--- config.mk ---
export PLATFORM = sky130hd
export DESIGN_NAME = indexed_ordered_list_store_flat
export DESIGN_NICKNAME = d
export VERILOG_FILES = /design/src/hw/rtl/iols_pkg.sv /design/src/hw/rtl/iols_if.sv /design/src/hw/rtl/iols_ram.sv /design/src/hw/rtl/indexed_ordered_list_store.sv /design/src/flat_wrapper.sv
export SDC_FILE = /design/constraint.sdc
export NUM_CORES = 1
export LEC_CHECK = 0
export BUFFER_PORTS_ARGS = -buffer_cell sky130_fd_sc_hd__clkbuf_2
export CAP_MARGIN = 20
export CELL_PAD_IN_SITES_DETAIL_PLACEMENT = 0
export CELL_PAD_IN_SITES_GLOBAL_PLACEMENT = 1
export CORE_ASPECT_RATIO = 1.75
export CORE_MARGIN = 2
export CORE_UTILIZATION = 53
export DETAILED_ROUTE_END_ITERATION = 12
export GPL_TIMING_DRIVEN = 0
export PLACE_DENSITY = 0.82
export SETUP_SLACK_MARGIN = 0.2
export SYNTH_ARGS = -nofsm -noshare
export SYNTH_HDL_FRONTEND = slang
export SYNTH_HIERARCHICAL = 1
export SYNTH_SLANG_ARGS = --single-unit
--- constraint.sdc ---
create_clock -name clk -period 8.25 [get_ports clk]
set_clock_uncertainty 0.1 [all_clocks]
set_input_delay 0.825 -clock clk [delete_from_list [all_inputs] [get_ports clk]]
set_output_delay 0.825 -clock clk [all_outputs]
set_load 0.02 [all_outputs]
--- src/hw/rtl/iols_pkg.sv ---
`timescale 1ns / 1ps
// ----------------------------------------------------------------------------
// iols_pkg
// Shared constants and types for the indexed ordered list store: field
// widths, operation codes, status codes and the sequencer state type.
// ----------------------------------------------------------------------------
package iols_pkg;

  // Payload field widths
  localparam int OP_W   = 3;
  localparam int VAL_W  = 32;
  localparam int POS_W  = 4;
  localparam int STAT_W = 2;
  localparam int CNT_W  = 5;

  // Operation codes
  localparam logic [OP_W-1:0] OP_APPEND     = 3'd0;
  localparam logic [OP_W-1:0] OP_INS_BEFORE = 3'd1;
  localparam logic [OP_W-1:0] OP_INS_AFTER  = 3'd2;
  localparam logic [OP_W-1:0] OP_DELETE     = 3'd3;
  localparam logic [OP_W-1:0] OP_FIND       = 3'd4;
  localparam logic [OP_W-1:0] OP_READ       = 3'd5;
  localparam logic [OP_W-1:0] OP_CLEAR      = 3'd6;

  // Status codes
  localparam logic [STAT_W-1:0] ST_OK      = 2'd0;
  localparam logic [STAT_W-1:0] ST_FULL    = 2'd1;
  localparam logic [STAT_W-1:0] ST_RANGE   = 2'd2;
  localparam logic [STAT_W-1:0] ST_MISSING = 2'd3;

  // Sequencer states
  typedef enum logic [3:0] {
    S_IDLE,
    S_UP_RD,
    S_UP_LAST,
    S_FILL,
    S_DN_RD,
    S_DN_LAST,
    S_FIND,
    S_RD_ISSUE,
    S_RD_CAP,
    S_RESP
  } state_t;

endpackage

--- src/hw/rtl/iols_if.sv ---
`timescale 1ns / 1ps
// ----------------------------------------------------------------------------
// iols_if
// Valid/ready channels of the list store: the command channel that carries
// one operation and the response channel that carries its result.
// ----------------------------------------------------------------------------
interface iols_cmd_if;
  logic                                valid;
  logic                                ready;
  logic        [iols_pkg::OP_W-1:0]    op;
  logic signed [iols_pkg::VAL_W-1:0]   item_value;
  logic        [iols_pkg::POS_W-1:0]   position;

  modport source (output valid, output op, output item_value, output position,
                  input ready);
  modport sink   (input valid, input op, input item_value, input position,
                  output ready);
endinterface

interface iols_rsp_if;
  logic                                valid;
  logic                                ready;
  logic        [iols_pkg::STAT_W-1:0]  status;
  logic        [iols_pkg::POS_W-1:0]   found_position;
  logic signed [iols_pkg::VAL_W-1:0]   read_value;
  logic        [iols_pkg::CNT_W-1:0]   entry_count;

  modport source (output valid, output status, output found_position,
                  output read_value, output entry_count, input ready);
  modport sink   (input valid, input status, input found_position,
                  input read_value, input entry_count, output ready);
endinterface

--- src/hw/rtl/iols_ram.sv ---
`timescale 1ns / 1ps
// ----------------------------------------------------------------------------
// iols_ram
// Generic single-write, single-read RAM with a registered read port.
// ----------------------------------------------------------------------------
module iols_ram #(
  parameter int WIDTH = 32,
  parameter int DEPTH = 16
) (
  input  logic                          clk,
  input  logic                          we,
  input  logic [$clog2(DEPTH)-1:0]      waddr,
  input  logic [WIDTH-1:0]              wdata,
  input  logic                          re,
  input  logic [$clog2(DEPTH)-1:0]      raddr,
  output logic [WIDTH-1:0]              rdata
);

  logic [WIDTH-1:0] mem [DEPTH];

  // Write port
  always_ff @(posedge clk) begin
    if (we) begin
      mem[waddr] <= wdata;
    end
  end

  // Registered read port
  always_ff @(posedge clk) begin
    if (re) begin
      rdata <= mem[raddr];
    end
  end

endmodule

--- src/hw/rtl/indexed_ordered_list_store.sv ---
`timescale 1ns / 1ps
// ----------------------------------------------------------------------------
// indexed_ordered_list_store
// Ordered list of up to CAPACITY signed 32-bit values held in one RAM, with
// append, insert before/after, delete, find, read and clear operations.
// ----------------------------------------------------------------------------
//  channel | dir | fields
//  --------+-----+-------------------------------------------------------
//  cmd     | in  | op, item_value, position
//  rsp     | out | status, found_position, read_value, entry_count
//
//  One command at a time; cmd.ready is high only while the sequencer idles.
//  Insert moves the elements from the gap to the tail up one place unless
//  it lands after the tail; delete moves the later elements down unless it
//  takes the tail; find stops at the first match. Element moves and
//  compares go through the single RAM read port, one element per cycle.
//  Synchronous reset empties the list; RAM contents are not cleared.
//  A response waits in its output register while rsp.ready is low; the
//  next command is still taken, and its result waits until the slot frees.
// ----------------------------------------------------------------------------
module indexed_ordered_list_store #(
  parameter int CAPACITY = 16
) (
  input  logic       clk,
  input  logic       rst,
  iols_cmd_if.sink   cmd,
  iols_rsp_if.source rsp
);

  localparam int CW = $clog2(CAPACITY + 1);
  localparam int IW = $clog2(CAPACITY);
  localparam int XW = (CW > iols_pkg::POS_W) ? CW : iols_pkg::POS_W;

  // Control registers
  iols_pkg::state_t state, state_next;
  logic [CW-1:0] count, count_next;
  logic [CW-1:0] cur, cur_next;
  logic [IW-1:0] at, at_next;
  logic          pend, pend_next;
  logic [IW-1:0] pend_addr, pend_addr_next;
  logic          cmp_valid, cmp_valid_next;
  logic [CW-1:0] cmp_idx, cmp_idx_next;
  logic          rsp_valid, rsp_valid_next;

  // Payload registers
  logic [iols_pkg::VAL_W-1:0]  val, val_next;
  logic [iols_pkg::STAT_W-1:0] res_status, res_status_next;
  logic [iols_pkg::POS_W-1:0]  res_found, res_found_next;
  logic [iols_pkg::VAL_W-1:0]  res_rd, res_rd_next;
  logic [iols_pkg::STAT_W-1:0] out_status, out_status_next;
  logic [iols_pkg::POS_W-1:0]  out_found, out_found_next;
  logic [iols_pkg::VAL_W-1:0]  out_rd, out_rd_next;
  logic [iols_pkg::CNT_W-1:0]  out_count, out_count_next;

  // RAM port
  logic                       ram_we;
  logic [IW-1:0]              ram_waddr;
  logic [iols_pkg::VAL_W-1:0] ram_wdata;
  logic                       ram_re;
  logic [IW-1:0]              ram_raddr;
  logic [iols_pkg::VAL_W-1:0] ram_rdata;

  iols_ram #(
    .WIDTH (iols_pkg::VAL_W),
    .DEPTH (CAPACITY)
  ) u_store (
    .clk   (clk),
    .we    (ram_we),
    .waddr (ram_waddr),
    .wdata (ram_wdata),
    .re    (ram_re),
    .raddr (ram_raddr),
    .rdata (ram_rdata)
  );

  // Sequencer: decode, element moves, search and response handoff
  always_comb begin
    logic [XW-1:0] pos_x;
    logic [XW-1:0] cnt_x;
    logic [XW-1:0] at_x;
    logic          full;
    logic          bad;
    logic          issue;

    pos_x = XW'(cmd.position);
    cnt_x = XW'(count);
    full  = (count == CW'(CAPACITY));
    bad   = (pos_x >= cnt_x);
    at_x  = pos_x;
    issue = (cur < count);

    state_next      = state;
    count_next      = count;
    cur_next        = cur;
    at_next         = at;
    pend_next       = 1'b0;
    pend_addr_next  = pend_addr;
    cmp_valid_next  = cmp_valid;
    cmp_idx_next    = cmp_idx;
    val_next        = val;
    res_status_next = res_status;
    res_found_next  = res_found;
    res_rd_next     = res_rd;
    out_status_next = out_status;
    out_found_next  = out_found;
    out_rd_next     = out_rd;
    out_count_next  = out_count;
    rsp_valid_next  = rsp_valid && !rsp.ready;

    // Pending write of an element read in the previous cycle
    ram_we    = pend;
    ram_waddr = pend_addr;
    ram_wdata = ram_rdata;
    ram_re    = 1'b0;
    ram_raddr = cur[IW-1:0];

    unique case (state)
      iols_pkg::S_IDLE: begin
        if (cmd.valid) begin
          val_next        = cmd.item_value;
          res_status_next = iols_pkg::ST_OK;
          res_found_next  = '0;
          res_rd_next     = '0;
          state_next      = iols_pkg::S_RESP;
          unique case (cmd.op) inside
            iols_pkg::OP_APPEND: begin
              if (full) begin
                res_status_next = iols_pkg::ST_FULL;
              end else begin
                at_next    = IW'(count);
                state_next = iols_pkg::S_FILL;
              end
            end
            iols_pkg::OP_INS_BEFORE, iols_pkg::OP_INS_AFTER: begin
              if (cmd.op == iols_pkg::OP_INS_AFTER) begin
                at_x = pos_x + XW'(1);
              end
              if (full) begin
                res_status_next = iols_pkg::ST_FULL;
              end else if (bad) begin
                res_status_next = iols_pkg::ST_RANGE;
              end else begin
                at_next = IW'(at_x);
                if (at_x == cnt_x) begin
                  state_next = iols_pkg::S_FILL;
                end else begin
                  cur_next   = count - CW'(1);
                  state_next = iols_pkg::S_UP_RD;
                end
              end
            end
            iols_pkg::OP_DELETE: begin
              if (bad) begin
                res_status_next = iols_pkg::ST_RANGE;
              end else if (pos_x == cnt_x - XW'(1)) begin
                count_next = count - CW'(1);
              end else begin
                cur_next   = CW'(pos_x + XW'(1));
                state_next = iols_pkg::S_DN_RD;
              end
            end
            iols_pkg::OP_FIND: begin
              cur_next       = '0;
              cmp_valid_next = 1'b0;
              state_next     = iols_pkg::S_FIND;
            end
            iols_pkg::OP_READ: begin
              if (bad) begin
                res_status_next = iols_pkg::ST_RANGE;
              end else begin
                at_next    = IW'(pos_x);
                state_next = iols_pkg::S_RD_ISSUE;
              end
            end
            iols_pkg::OP_CLEAR: begin
              count_next = '0;
            end
            default: begin
            end
          endcase
        end
      end

      // Shift elements up one place, from the tail down to the gap
      iols_pkg::S_UP_RD: begin
        ram_re         = 1'b1;
        pend_next      = 1'b1;
        pend_addr_next = cur[IW-1:0] + IW'(1);
        if (cur == CW'(at)) begin
          state_next = iols_pkg::S_UP_LAST;
        end else begin
          cur_next = cur - CW'(1);
        end
      end
      iols_pkg::S_UP_LAST: begin
        state_next = iols_pkg::S_FILL;
      end
      iols_pkg::S_FILL: begin
        ram_we     = 1'b1;
        ram_waddr  = at;
        ram_wdata  = val;
        count_next = count + CW'(1);
        state_next = iols_pkg::S_RESP;
      end

      // Shift elements down one place, closing the gap toward the tail
      iols_pkg::S_DN_RD: begin
        ram_re         = 1'b1;
        pend_next      = 1'b1;
        pend_addr_next = cur[IW-1:0] - IW'(1);
        if (cur == count - CW'(1)) begin
          state_next = iols_pkg::S_DN_LAST;
        end else begin
          cur_next = cur + CW'(1);
        end
      end
      iols_pkg::S_DN_LAST: begin
        count_next = count - CW'(1);
        state_next = iols_pkg::S_RESP;
      end

      // Walk from the head, compare each element in the cycle after its read
      iols_pkg::S_FIND: begin
        ram_re         = issue;
        cmp_valid_next = issue;
        cmp_idx_next   = cur;
        if (issue) begin
          cur_next = cur + CW'(1);
        end
        if (cmp_valid && (ram_rdata == val)) begin
          res_status_next = iols_pkg::ST_OK;
          res_found_next  = iols_pkg::POS_W'(cmp_idx);
          cmp_valid_next  = 1'b0;
          state_next      = iols_pkg::S_RESP;
        end else if (!issue && !cmp_valid) begin
          res_status_next = iols_pkg::ST_MISSING;
          state_next      = iols_pkg::S_RESP;
        end
      end

      iols_pkg::S_RD_ISSUE: begin
        ram_re     = 1'b1;
        ram_raddr  = at;
        state_next = iols_pkg::S_RD_CAP;
      end
      iols_pkg::S_RD_CAP: begin
        res_rd_next = ram_rdata;
        state_next  = iols_pkg::S_RESP;
      end

      // Hand the result to the output register once it is free
      iols_pkg::S_RESP: begin
        if (!rsp_valid || rsp.ready) begin
          out_status_next = res_status;
          out_found_next  = res_found;
          out_rd_next     = res_rd;
          out_count_next  = iols_pkg::CNT_W'(count);
          rsp_valid_next  = 1'b1;
          state_next      = iols_pkg::S_IDLE;
        end
      end

      default: begin
        state_next = iols_pkg::S_IDLE;
      end
    endcase
  end

  // Control state
  always_ff @(posedge clk) begin
    if (rst) begin
      state     <= iols_pkg::S_IDLE;
      count     <= '0;
      cur       <= '0;
      at        <= '0;
      pend      <= 1'b0;
      pend_addr <= '0;
      cmp_valid <= 1'b0;
      cmp_idx   <= '0;
      rsp_valid <= 1'b0;
    end else begin
      state     <= state_next;
      count     <= count_next;
      cur       <= cur_next;
      at        <= at_next;
      pend      <= pend_next;
      pend_addr <= pend_addr_next;
      cmp_valid <= cmp_valid_next;
      cmp_idx   <= cmp_idx_next;
      rsp_valid <= rsp_valid_next;
    end
  end

  // Payload
  always_ff @(posedge clk) begin
    val        <= val_next;
    res_status <= res_status_next;
    res_found  <= res_found_next;
    res_rd     <= res_rd_next;
    out_status <= out_status_next;
    out_found  <= out_found_next;
    out_rd     <= out_rd_next;
    out_count  <= out_count_next;
  end

  assign cmd.ready          = (state == iols_pkg::S_IDLE);
  assign rsp.valid          = rsp_valid;
  assign rsp.status         = out_status;
  assign rsp.found_position = out_found;
  assign rsp.read_value     = out_rd;
  assign rsp.entry_count    = out_count;

  // Checks
  a_count_bound: assert property (@(posedge clk) disable iff (rst)
    count <= CW'(CAPACITY))
    else $error("element count above capacity");

  a_rsp_from_resp: assert property (@(posedge clk) disable iff (rst)
    $rose(rsp_valid) |-> $past(state) == iols_pkg::S_RESP)
    else $error("response loaded outside the handoff state");

  a_idle_no_write: assert property (@(posedge clk) disable iff (rst)
    (state == iols_pkg::S_IDLE) |-> !ram_we)
    else $error("store written while idle");

  a_find_no_move: assert property (@(posedge clk) disable iff (rst)
    (state == iols_pkg::S_FIND) |-> !ram_we)
    else $error("store written during a search");

endmodule

--- src/flat_wrapper.sv ---
// flat-port wrapper written by rule: the top's interface ports become plain ports
module indexed_ordered_list_store_flat 
#(
  parameter int CAPACITY = 16
)
  (clk, rst, cmd_valid, cmd_op, cmd_item_value, cmd_position, cmd_ready, rsp_valid, rsp_status, rsp_found_position, rsp_read_value, rsp_entry_count, rsp_ready);
  iols_cmd_if cmd_i ();
  iols_rsp_if rsp_i ();
  input  logic clk;
  input  logic rst;
  input wire logic [$bits(cmd_i.valid)-1:0] cmd_valid;
  input wire logic [$bits(cmd_i.op)-1:0] cmd_op;
  input wire logic [$bits(cmd_i.item_value)-1:0] cmd_item_value;
  input wire logic [$bits(cmd_i.position)-1:0] cmd_position;
  output wire logic [$bits(cmd_i.ready)-1:0] cmd_ready;
  output wire logic [$bits(rsp_i.valid)-1:0] rsp_valid;
  output wire logic [$bits(rsp_i.status)-1:0] rsp_status;
  output wire logic [$bits(rsp_i.found_position)-1:0] rsp_found_position;
  output wire logic [$bits(rsp_i.read_value)-1:0] rsp_read_value;
  output wire logic [$bits(rsp_i.entry_count)-1:0] rsp_entry_count;
  input wire logic [$bits(rsp_i.ready)-1:0] rsp_ready;
  assign cmd_i.valid = cmd_valid;
  assign cmd_i.op = cmd_op;
  assign cmd_i.item_value = cmd_item_value;
  assign cmd_i.position = cmd_position;
  assign cmd_ready = cmd_i.ready;
  assign rsp_valid = rsp_i.valid;
  assign rsp_status = rsp_i.status;
  assign rsp_found_position = rsp_i.found_position;
  assign rsp_read_value = rsp_i.read_value;
  assign rsp_entry_count = rsp_i.entry_count;
  assign rsp_i.ready = rsp_ready;
  indexed_ordered_list_store #(.CAPACITY(CAPACITY)) u_core (.clk(clk), .rst(rst), .cmd(cmd_i), .rsp(rsp_i));
endmodule
-- Word level (Yosys, flattened, before mapping)
Memory sizes are Yosys's and may differ from the RTL's. A register that Yosys moved wholly into a read port is not among the register bits.
Cells that the tools add are included.
- register bits after elaboration: 142
- RAM bits: 512
- input port bits: 43
- output and inout bits: 45
- logic and storage cells: 169
- memories: 1
- memory list (memory ; depth ; width ; rd ports ; clocked after memory_dff ; wr ports ; line ; text):
    u_core.u_store.mem ; 16 ; 32 ; 1 ; 1 ; 1 ; iols_ram.sv:19 ; logic [WIDTH-1:0] mem [DEPTH];
- add/subtract/negate cells: 7
- order comparisons: 2
- eq/ne operators: 43
- mux-type cells: 68
- reduce and logical (&&, ||, !) cells: 31
- operators by type and width (kind ; count):
    4-bit two-way mux ; 20
    5-bit two-way mux ; 16
    32-bit two-way mux ; 2
    32-bit case mux with 2 select lines ; 1
    32-bit == test ; 1
    4-bit case mux with 8 select lines ; 1
    5-bit case mux with 3 select lines ; 2
    4-bit case mux with 5 select lines ; 1
    5-bit case mux with 4 select lines ; 1
    3-bit inequality test, second input constant ; 6
    4-bit by 3-bit == test with 1-bit output, second input constant ; 4
    4-bit case mux with 2 select lines ; 2
    2-bit inequality test, second input constant ; 7
    2-bit two-way mux ; 6
    2-bit by 1-bit inequality test with 1-bit output, second input constant ; 6
    4-bit case mux with 3 select lines ; 1
    11-bit AND reduction ; 1
    5-bit by 1-bit adder with 5-bit output, second input constant ; 2
    5-bit == test ; 2
    1-bit two-way mux ; 10
    5-bit case mux with 2 select lines ; 1
    5-bit AND reduction ; 2
    5-bit by 1-bit subtractor with 5-bit output, second input constant ; 2
    3-bit == test, second input constant ; 3
    other kinds (31) ; 51

-- Depth between registers and ports, before layout
Gate-level depths: netlist (run 1).
- depth in word-level cells: 12
- gate-level depth with buffers: 13
- mapped depth without buffers: 11

-- Cells and area by module
The synthesis (run 1) kept the hierarchy.
- modules (own cells, without submodules) (module ; instances ; cells each ; area each (um^2)):
    iols_ram ; 1 ; 838 ; 20155.6
    indexed_ordered_list_store ; 1 ; 644 ; 7430.9

-- Least setup slack after synthesis (run 1)
Ideal clock, no wire load.
- kind: flip-flop to flip-flop
- start: register u_core.count[1]
- end: register u_core.u_store.rdata[0], read port of u_core.u_store.mem (enable)
- arrival time: 6.652 ns
- required time: 7.556 ns
- slack: 0.903 ns
- stages on the path, launching flop included: 10
- clock period less this slack: 7.347 ns
- cells stage by stage: dfxtp_1 inv_1 ha_1 nor2b_1 o21a_1 o211ai_1 nand2_1 nand2_1 a21oi_1 a2111oi_0
- longest elaborated chain between the ends: 2
- RTL lines (what ; line ; text):
    start: declaration ; indexed_ordered_list_store.sv:36 ; logic [CW-1:0] count, count_next;
    start signal: assignment ; indexed_ordered_list_store.sv:283 ; count <= count_next;
    5-bit less-than comparator ; indexed_ordered_list_store.sv:90 ; issue = (cur < count);
    1-bit case mux with 2 select lines ; indexed_ordered_list_store.sv:117 ; unique case (state)
    net u_core.ram_re ; indexed_ordered_list_store.sv:59 ; logic ram_re;
    end: declaration ; iols_ram.sv:16 ; output logic [WIDTH-1:0] rdata
The timed path passes the listed nets, and every way through them passes these cells.
A chain may end at the register's enable or synchronous reset.

-- Worst setup path after layout (run 1)
- start: register u_core.state[0]
- end: memory u_core.u_store.mem[4][8] (enable)
- elaborated cells between the ends (all ways): 5
- RTL lines (what ; line ; text):
    start: declaration ; indexed_ordered_list_store.sv:35 ; iols_pkg::state_t state, state_next;
    start signal: assignment ; indexed_ordered_list_store.sv:272 ; state <= iols_pkg::S_IDLE;
    start signal: assignment ; indexed_ordered_list_store.sv:282 ; state <= state_next;
    4-bit by 2-bit == test with 1-bit output ; indexed_ordered_list_store.sv:117 ;
    4-bit two-way mux ; indexed_ordered_list_store.sv:117 ;
    net u_core.ram_waddr[2] ; indexed_ordered_list_store.sv:57 ; logic [IW-1:0] ram_waddr;
    end: declaration ; iols_ram.sv:19 ;
The timed path passes the listed nets, and every way through them passes these cells.

==> reports/results.txt, run 1 <==
The die covers 54,000 sq um. Clock edge transition at the registers on the reported setup and hold paths: 0.06 ns. The critical path launch point type is a flip-flop. For the worst setup path, the data arrival time is 4.73 ns. The cell area after synthesis is 27,600 sq um. Clock tree synthesis inserted a total of 56 buffers. Maximum buffer depth of the clock tree: 3. Buffers added to address setup during post-CTS repair amount to 0.

The final cell count without fillers was 2,384. For this design, the slowest cell found on the critical path is nor3_2. Detailed-route via count: 15,000. The total of buffers placed on input and output ports was 86.

The peak ir drop on the vdd network is 0.000209 V, and the achievable frequency is 221 MHz. The most numerous cell type found on the critical path is buf_6. The most instantiated flip-flop cell in the synthesis netlist is edfxtp_1.

In this run the power density over the cells is 343 nW/um^2. The category of the critical setup timing path was reg2reg. Fill cells in the final layout number 3,642.

Entering global routing, the biggest net connects 27 pins. The total number of clock tree sinks was 686. The count of pins over their slew limit is 0. The first TritonRoute pass finished after 5 iterations. The number of global-route vias before repair was 15,300. The count of standard-cell rows is 110, and the worst-margin pin slew is 0.989 ns. The die height is 306 um, and the largest fanout of any net on the critical path is 10. The first routing iteration left 1,584 violations. After synthesis, flip-flops and latches occupy 73.6% of the total area. The leakage power figure came out at 10.3 nW. The worst hold path belongs to the class in2reg. The largest single stage delay on the critical path is 0.66 ns. At the worst endpoint, the required time is 8.46 ns. The global-route wire length before repair is 101,000 um, and the initial antenna violation count is 0. During synthesis, Yosys emitted a total of 6 warnings. The post-cts sizing count came out at 0. The clock reaches the later pin of the worst-skew pair after 0.61 ns.

The number of instances in the synthesized netlist was 1,482. The root buffer cell chosen for the clock tree is clkbuf_16. For the final routed database, the setup TNS stands at 0 ns. The average detailed-routed wire length per instance is 29.2 um, and the global router's overall resource usage is 26.2%. Wires add up to 69,700 um. The count of nets left with antenna violations after detail routing is 0.

For this configuration, the core starts out at a cell density of 53.6%. The tool flagged a number of max-cap violations equal to 0. The flow ran to the end, and the final reports show no timing, DRC or antenna violations. The die is 176 um wide.

After synthesis, the mean cell area works out to 18.6 sq um. Once detailed placement completed, the half-perimeter wirelength came to 47,700 um. In the final layout, the share of cells above drive strength 1 is 25.3%. The netlist uses 67 different library cells. After synthesis, the share of flip-flops with an asynchronous set or reset is 0%.

The H-tree was split into 2 levels. The number of nets in the synthesized netlist is 1,544. For the net count of the finished layout, the log shows 1,728. The register bit total from synthesis was 686; the area of the multi-input gates was 6970 sq um. The number of remaining DRC errors is 0, and the antenna diode count is 0. TritonCTS built the clock tree.

Number of setup violations in the final report: 0. The sequential standard cell area was 20,300 sq um; the floorplan core area was 51,500 sq um. For this design the top-level I/O count stands at 88. The critical path goes through buf_2 -> nor2b_1 -> and2_0 -> buf_2 -> buf_1 -> nand2_1 -> nand2_1 -> nand3b_1 -> nor3_2 -> buf_6 -> buf_6 -> buf_6. STA classifies the critical path endpoint as a flip-flop. The via density per instance is 6.27, and the count of placed standard cells including taps is 2,280. Global routing finished with a remaining overflow of 0. The quantity of hold-fixing buffers added after cts is 0, and the final estimated routing congestion in global placement is 0.962. Worst relative slew slack: 33.9%. From synthesis to final layout, the design area changed by 13.7%.

Setup repair after global routing left no endpoint under its margin. The final worst-path cycle share was 54.8%. The number of hold violations in the final report is 0. Yosys mapped a number of flops with a built-in enable equal to 657. The routed design could run at a clock period as short as 4.52 ns.
-- layer usage --
metal  vias up  part of all wire (%)  GRT usage [%]
li1       6341                     -              -
met1      7705                    34           30.2
met2       718                    53           47.2
met3       190                   6.1           3.31
met4         0                   6.2           14.2
met5         -                     0              0
-- cells in the mapped netlist, types with 3 or more instances --
cell | instances | area [sq um]
a31oi_1 | 3 | 18.8
or3_1 | 4 | 25.0
xnor3_1 | 3 | 67.6
o21a_1 | 5 | 37.5
buf_4 | 12 | 90.1
dfxtp_1 | 29 | 581
xor2_1 | 35 | 307
mux2i_1 | 11 | 110
a221oi_1 | 3 | 26.3
nor4_1 | 10 | 62.6
o211ai_1 | 4 | 30.0
o22ai_1 | 6 | 37.5
inv_1 | 18 | 67.6
buf_2 | 13 | 65.1
a211o_1 | 4 | 35.0
nand3_1 | 10 | 50.1
nand4_1 | 7 | 43.8
xnor2_1 | 21 | 184
nor2_1 | 54 | 203
o221ai_1 | 3 | 26.3
o31ai_1 | 3 | 22.5
nand2_1 | 83 | 312
ha_1 | 17 | 213
o21ai_0 | 15 | 75.1
mux4_2 | 128 | 2880
nor2b_1 | 13 | 81.3
clkbuf_1 | 36 | 135
nand3b_1 | 4 | 30.0
buf_1 | 13 | 48.8
and2_1 | 6 | 37.5
and3_1 | 36 | 225
nand2b_1 | 12 | 75.1
a22oi_1 | 66 | 495
edfxtp_1 | 657 | 19700
nor3_1 | 16 | 80.1
a211oi_1 | 12 | 90.1
a21o_1 | 5 | 37.5
a21oi_1 | 34 | 170
mux2_2 | 36 | 405
-- path summary, 6_finish.rpt --
path,slack [ns],cells past startpoint,endpoint,start
worst min register to register,0.32,0,u_core/rsp.read_value[14],u_core/res_rd[14]
worst max-delay path,3.73,12,u_core/u_store/mem[4][8],u_core/state[0]
worst max register to register,3.73,12,u_core/u_store/mem[4][8],u_core/state[0]
worst min-delay path,0.29,1,u_core/val[20],cmd_item_value[20]
-- worst max-delay path, delay by kind of cell (launching register included) --
| kind | cells | cell delay (ns) |
|---|---|---|
| and+or+nand+nor | 6 | 1.97 |
| DFF | 1 | 0.37 |
| buffers and inverters | 6 | 1.75 |
-- registers in the layout (all words and copies together), names as in the netlist --
register                   count
u_core/u_store/mem           512
u_core/res_rd                 32
u_core/rsp.read_value         32
u_core/u_store/rdata          32
u_core/val                    32
u_core/count                   5
u_core/cur                     5
u_core/rsp.entry_count         5
u_core/at                      4
u_core/cmp_idx                 4
u_core/pend_addr               4
u_core/res_found               4
u_core/rsp.found_position      4
u_core/state                   4
u_core/res_status              2
u_core/rsp.status              2
u_core/cmp_valid               1
u_core/pend                    1
u_core/rsp.valid               1
-- layout by cell type, fill, tap and decap left out, types with 12 or more instances in the layout --
master	instances
ha_1	17
o21ai_0	15
a21oi_1	34
nor2_1	42
inv_1	17
clkinv_2	12
buf_4	19
mux4_2	128
nand2b_1	12
xor2_1	35
buf_2	13
dfxtp_1	29
clkbuf_16	56
edfxtp_1	657
clkbuf_2	86
a22oi_1	66
clkbuf_1	48
and3_1	36
xnor2_1	21
mux2_2	36
buf_1	13
buf_6	18
nor2_4	12
a211oi_1	12
nor2b_1	12
nand2_1	83
-- stage by stage --
step	power (mW)	hold WS (ns)	utilization, %	instance area (sq um)	worst slack [ns]
4_1_cts	10.8	0.266	60.9	31400	3.81
2_1_floorplan	6.99	0.300	-	27600	0.903
3_3_place_gp	7.91	0.304	56.1	28900	-6.04
3_5_place_dp	8.21	0.305	57.5	29600	3.86
5_1_grt	11.2	0.272	60.9	31400	3.59
6_report	10.8	0.290	60.9	31400	3.73
-- area by class of cell --
| cell class | count | area share, % |
|---|---|---|
| sequential | 686 | 64.8 |
| multi-input combinational | 700 | 22.2 |
| clock buffer | 69 | 4.66 |
| timing repair buffer | 126 | 3.30 |
| tap | 672 | 2.68 |
| buffer | 77 | 1.18 |
| clock inverter | 35 | 0.993 |
| inverter | 19 | 0.227 |
-- cell families (layout without fill, tap and decap cells) --
logic type	after synthesis	in the layout	synth area share [%]
flip-flops	686	686	73.6
AND/OR/NAND/NOR	267	267	4.91
AO/OA/AOI/OAI	180	180	4.62
multiplexers	175	175	12.3
buffers and inverters	96	326	1.60
XOR/XNOR	59	59	2.02
adder cells (fa/ha/maj)	19	19	0.916
-- power by group --
part / internal, mW / switching [mW]
sequential: 4.74 / 0.224
clock: 1.39 / 1.21
combinational: 1.15 / 2.05
No activity file was read; power rests on OpenSTA's default activity.
==> run 2, diff against run 1 <==
--- a/config.mk
+++ b/config.mk
@@ -5,16 +5,17 @@
 export SDC_FILE = /design/constraint.sdc
 export NUM_CORES = 1
 export LEC_CHECK = 0
+export ABC_AREA = 1
 export BUFFER_PORTS_ARGS = -buffer_cell sky130_fd_sc_hd__clkbuf_2
 export CAP_MARGIN = 20
 export CELL_PAD_IN_SITES_DETAIL_PLACEMENT = 0
 export CELL_PAD_IN_SITES_GLOBAL_PLACEMENT = 1
 export CORE_ASPECT_RATIO = 1.75
 export CORE_MARGIN = 2
-export CORE_UTILIZATION = 53
+export CORE_UTILIZATION = 45
 export DETAILED_ROUTE_END_ITERATION = 12
 export GPL_TIMING_DRIVEN = 0
-export PLACE_DENSITY = 0.82
+export PLACE_DENSITY = 0.8
 export SETUP_SLACK_MARGIN = 0.2
 export SYNTH_ARGS = -nofsm -noshare
 export SYNTH_HDL_FRONTEND = slang
==> constraint.sdc (replaced) <==
create_clock -name clk -period 4.1 [get_ports clk]
set_clock_uncertainty 0.1 [all_clocks]
set_input_delay 0.41 -clock clk [delete_from_list [all_inputs] [get_ports clk]]
set_output_delay 0.41 -clock clk [all_outputs]
set_load 0.02 [all_outputs]
==> run 2 against run 1 <==
Against the previous run: fmax grew 19%; synthesized cell count is 99% higher; area after synthesis is 10% higher; sequential share of layout area is 7.4 points lower; cell count grew 74%; global-route usage is 0.51 points higher; critical path depth down 1.
==> reports/results.txt, run 2 <==
The top cell family by delay on the critical path was buffers and inverters (was simple AND/OR/NAND/NOR gates). The run gives 2,951 (was 1,482) as the number of instances in the synthesized netlist. The most common cell after layout, fill and taps aside was nand2_1 (was edfxtp_1). The half-perimeter wire length after placement came out at 66,000 um (was 47,700 um).

The most common cell in the netlist was nand2_1 (was edfxtp_1). The die height was 348 um (was 306 um). The tools report the count of pins over their slew limit as 0 (unchanged). Post-synthesis net count: 3,013 (was 1,544).

For the sequential standard cell area, the log shows 20,300 sq um (unchanged). The flip-flop count of the largest register, all copies and words added is 512 (unchanged), and the register-to-register setup slack is 0.30 ns (was 3.73 ns). Startpoint of the lowest-slack hold path: cmd_op[1] (was cmd_item_value[20]). Time the final worst path needs with I/O delays and setup: 3.80 ns (was 4.52 ns). For the floorplan core area, the log shows 67,200 sq um (was 51,500 sq um). Sum of negative setup slack: 0 ns (unchanged).

Nature of the critical path endpoint: a flip-flop (unchanged). The logs give 2 (unchanged) for the deepest level of the CTS H-tree and 2,102 (was 1,584) for the count of routing violations after the opening detailed-route iteration. Parity-gate share of the synthesized area counting xor and xnor cells: 0.691% (was 2.02%). The global router's overall resource usage is 26.7% (was 26.2%).

The tightest hold margin came out at 0.150 ns (was 0.290 ns). The compound-cell area share of the yosys netlist is 2.54% (was 4.62%). The tools report the total number of clock tree sinks as 686 (unchanged). The run gives 32,800 sq um (was 29,600 sq um) as the post-place instance area. Cell Chain, Critical Path: inv_2 -> nor2_2 -> inv_1 -> nor2_1 -> inv_1 -> o21ai_0 -> buf_2 -> buf_1 -> nand3_1 -> nand3_1 -> nand2_1 (was buf_2 -> nor2b_1 -> and2_0 -> buf_2 -> buf_1 -> nand2_1 -> nand2_1 -> nand3b_1 -> nor3_2 -> buf_6 -> buf_6 -> buf_6). The most instantiated flip-flop cell in the synthesis netlist is edfxtp_1 (unchanged). The run gives 35,400 sq um (was 31,400 sq um) as the area of all placed cells without fillers. The final estimated routing congestion in global placement came out at 0.914 (was 0.962).

The clock edge transition at the registers on the reported setup and hold paths is 0.08 ns (was 0.06 ns), and the antenna diode count is 0 (unchanged). The power per standard cell area is 659 nW/um^2 (was 343 nW/um^2), and the global-route wire length before repair is 136,000 um (was 101,000 um). Cell type contributing the most total cell area after synthesis: edfxtp_1 (unchanged). Main combinational cell family by area after synthesis: simple AND/OR/NAND/NOR gates (was multiplexers). The fraction of registers with async set or reset after synthesis came out at 0% (unchanged).

For the number of hold violations in the final report, the log shows 0 (unchanged). The run gives 4.06 ns (was 4.73 ns) as the critical path arrival. The run finished with clean final reports. The worst path required time is 4.36 ns (was 8.46 ns). The cell with the largest stage delay on the worst path was buf_1 (was nor3_2). The area growth from synthesis to layout works out to 16.3% (was 13.7%). Commonest cells after routing, fill and taps aside: nand2_1 (867), edfxtp_1 (657), inv_1 (495) (was edfxtp_1 (657), mux4_2 (128), clkbuf_2 (86)). The achievable frequency came out at 263 MHz (was 221 MHz).

The run gives 45.3% (was 53.6%) as the effective utilization at floorplan. The worst path setup slack after routing is 0.300 ns (was 3.73 ns). The number of remaining DRC errors was 0 (unchanged). Mean post-synth cell area: 10.3 sq um (was 18.6 sq um). The startpoint of the lowest-slack register-to-register path is u_core/state[2] (was u_core/state[0]). The ratio of cells with drive above 1 in the final layout was 12.5% (was 25.3%).

The number of global-route vias before repair was 22,000 (was 15,300); the total CTS buffers was 60 (was 56). Leakage power figure: 14.8 nW (was 10.3 nW). Top area cells in the synthesized netlist: edfxtp_1 (65%), nand2_1 (11%), nand3_1 (7.1%) (was edfxtp_1 (72%), mux4_2 (10%), dfxtp_1 (2.1%)). The run gives 7530 sq um (was 6970 sq um) as the area of the multi-input gates. The final worst-path cycle share is 92.7% (was 54.8%).

The endpoint of the most critical register-to-register path is u_core/u_store/rdata[23] (was u_core/u_store/mem[4][8]). The met2 track demand over resource came out at 50.6% (was 47.2%). The area fraction in and, or, nand and nor cells after synthesis was 20.2% (was 4.91%). The category of the critical setup timing path is reg2reg (unchanged). The CTS root buffer is clkbuf_16 (unchanged). Iteration count of the initial detailed-routing pass: 8 (was 5).

The post-synthesis share of cell area spent on full adders, half adders and majority gates came out at 0.830% (was 0.916%). The tools report the later-pin clock latency in the skew report as 0.63 ns (was 0.61 ns). The type of the most critical hold path was in2reg (unchanged). The most crowded layer after global routing was met2 (unchanged).

The count of yosys warnings during synthesis came out at 6 (unchanged). Register ranked first by flip-flop count: u_core/u_store/mem (unchanged). The post-synthesis mux area share was 0% (was 12.3%). The worst path buffer plus inverter count came out at 5 (was 6).

The detailed-route via count came out at 22,100 (was 15,000). The initial antenna violation count is 1 (was 0). The fill cell instance count of the final layout was 5,903 (was 3,642); the via density per instance was 5.33 (was 6.27).

The total wire length after detailed routing was 94,200 um (was 69,700 um). TritonCTS built the clock tree. The logs give 0 (unchanged) for the post-cts sizing count and 3 (unchanged) for the maximum buffer depth of the clock tree. Sequential-to-total area share from yosys stat: 66.7% (was 73.6%). The number of cells on the worst reg-to-reg path was 11 (was 12).

The number of enable flip-flop cells after synthesis is 657 (unchanged), and the overall die width is 201 um (was 176 um). The unique cell type count in the Yosys netlist is 45 (was 67). The tools report the critical path launch point type as a flip-flop (unchanged). For the reported max-cap violation count, the log shows 0 (unchanged). The largest fanout of any net on the critical path came out at 10 (unchanged).

Worst hold path endpoint: u_core/count[0] (was u_core/val[20]). The number of placed I/O pins was 88 (unchanged); the count of standard-cell rows was 126 (was 110). The number of setup violations in the final report came out at 0 (unchanged). The peak ir drop on the vdd network is 0.000356 V (was 0.000209 V).

The worst relative slew slack was 25.7% (was 33.9%); the depth of the worst hold-timing path was 4 (was 1). The register bit total from synthesis is 686 (unchanged). The worst-margin pin slew came out at 1.11 ns (was 0.989 ns).

The stage delay of the slowest cell on the critical path was 0.73 ns (was 0.66 ns). The met1 track demand over resource in global routing is 28.1% (was 30.2%), and the setup slack at placement is 0.305 ns (was 3.86 ns). The average detailed-routed wire length per instance came out at 22.7 um (was 29.2 um). The run gives 3,256 (was 1,728) as the net count of the finished layout. The fraction of synthesized cell area taken by the top area cell type is 64.8% (was 71.5%). Count of nets left with antenna violations after detail routing: 0 (unchanged). The cell area after synthesis came out at 30,400 sq um (was 27,600 sq um). Most instantiated cells after synthesis: nand2_1 (868), edfxtp_1 (657), inv_1 (495), nand3_1 (429), nor2_1 (98) (was edfxtp_1 (657), mux4_2 (128), nand2_1 (83), a22oi_1 (66), nor2_1 (54)). The total of buffers placed on input and output ports works out to 86 (unchanged).

The tools report the global route total overflow as 0 (unchanged). Setup repair after global routing left no endpoint under its margin. For the largest net degree at the start of global routing, the log shows 35 (was 27).

Total die area: 69,800 sq um (was 54,000 sq um). The run gives 3.00% (was 3.31%) as the met3 usage.
[run 2: cell count changes in the layout (fill, tap and decap cells not counted), moves of 42 or more]
cell     previous run  this run
a22oi_1            66         0
mux4_2            128         0
inv_1              17       495
nand2_1            83       867
buf_2              13        55
nand3_1            10       429
[run 2: repair_timing]
action	in CTS	in global routing
hold endpoints to repair	36	0
hold buffers	34	0
buffers inserted	0	4
endpoints found under the setup margin	0	54
[run 2: how the worst max path moves through the flow]
stage | from | to | slack [ns] | cells past startpoint
floorplan | u_core/state[0] | u_core/rsp.entry_count[0] | 0.73 | 4
global placement | u_core/state[2] | u_core/u_store/mem[8][12] | -1.91 | 7
detailed placement | u_core/state[2] | u_core/u_store/mem[8][14] | 0.30 | 8
CTS | u_core/state[2] | u_core/u_store/mem[8][14] | 0.28 | 8
global route | u_core/state[2] | u_core/u_store/rdata[23] | 0.21 | 11
finish | u_core/state[2] | u_core/u_store/rdata[23] | 0.30 | 11
[run 2: cell type report]
class	count	share of cell area, %
Tap cell	896	3.17
Clock buffer	64	4.34
Multi-Input combinational cell	1627	21.3
Timing Repair Buffer	181	4.40
Clock inverter	48	1.70
Buffer	123	2.22
Inverter	515	5.49
Sequential cell	686	57.4
[run 2: metal layers]
metal	share of wire, %	vias to the layer above
met5	0.012	-
met4	6.7	2
met3	6.5	299
met2	53	1066
met1	34	10600
li1	-	10100
[run 2: worst min-delay path: stages]
cell	delay [ns]
buf_4	0.15
nand4_1	0.10
a21oi_1	0.06
nor3_1	0.12
[run 2: stage by stage]
stage | power [mW] | cells | utilization (%)
final | 23.3 | 4140 | 52.7
after global routing | 24.2 | 4140 | 52.7
after CTS | 23.3 | 4133 | 52.5
after detailed placement | 17.1 | 3987 | 48.8
after global placement | 16.6 | 3933 | 47.6
after floorplan | 14.0 | 2951 | -
[run 2: logic make-up after synthesis]
kind of cell,after synthesis
flip-flops,686
AO/OA/AOI/OAI,139
AND/OR/NAND/NOR,1445
XOR/XNOR,24
buffers and inverters,638
adder cells (fa/ha/maj),19
[run 2: power by group]
group | switching, mW | leakage, nW | internal [mW]
sequential | 0.345 | 6.21 | 9.64
combinational | 5.22 | 7.57 | 1.93
clock | 2.63 | 1.03 | 3.55
total | 8.19 | 14.8 | 15.1
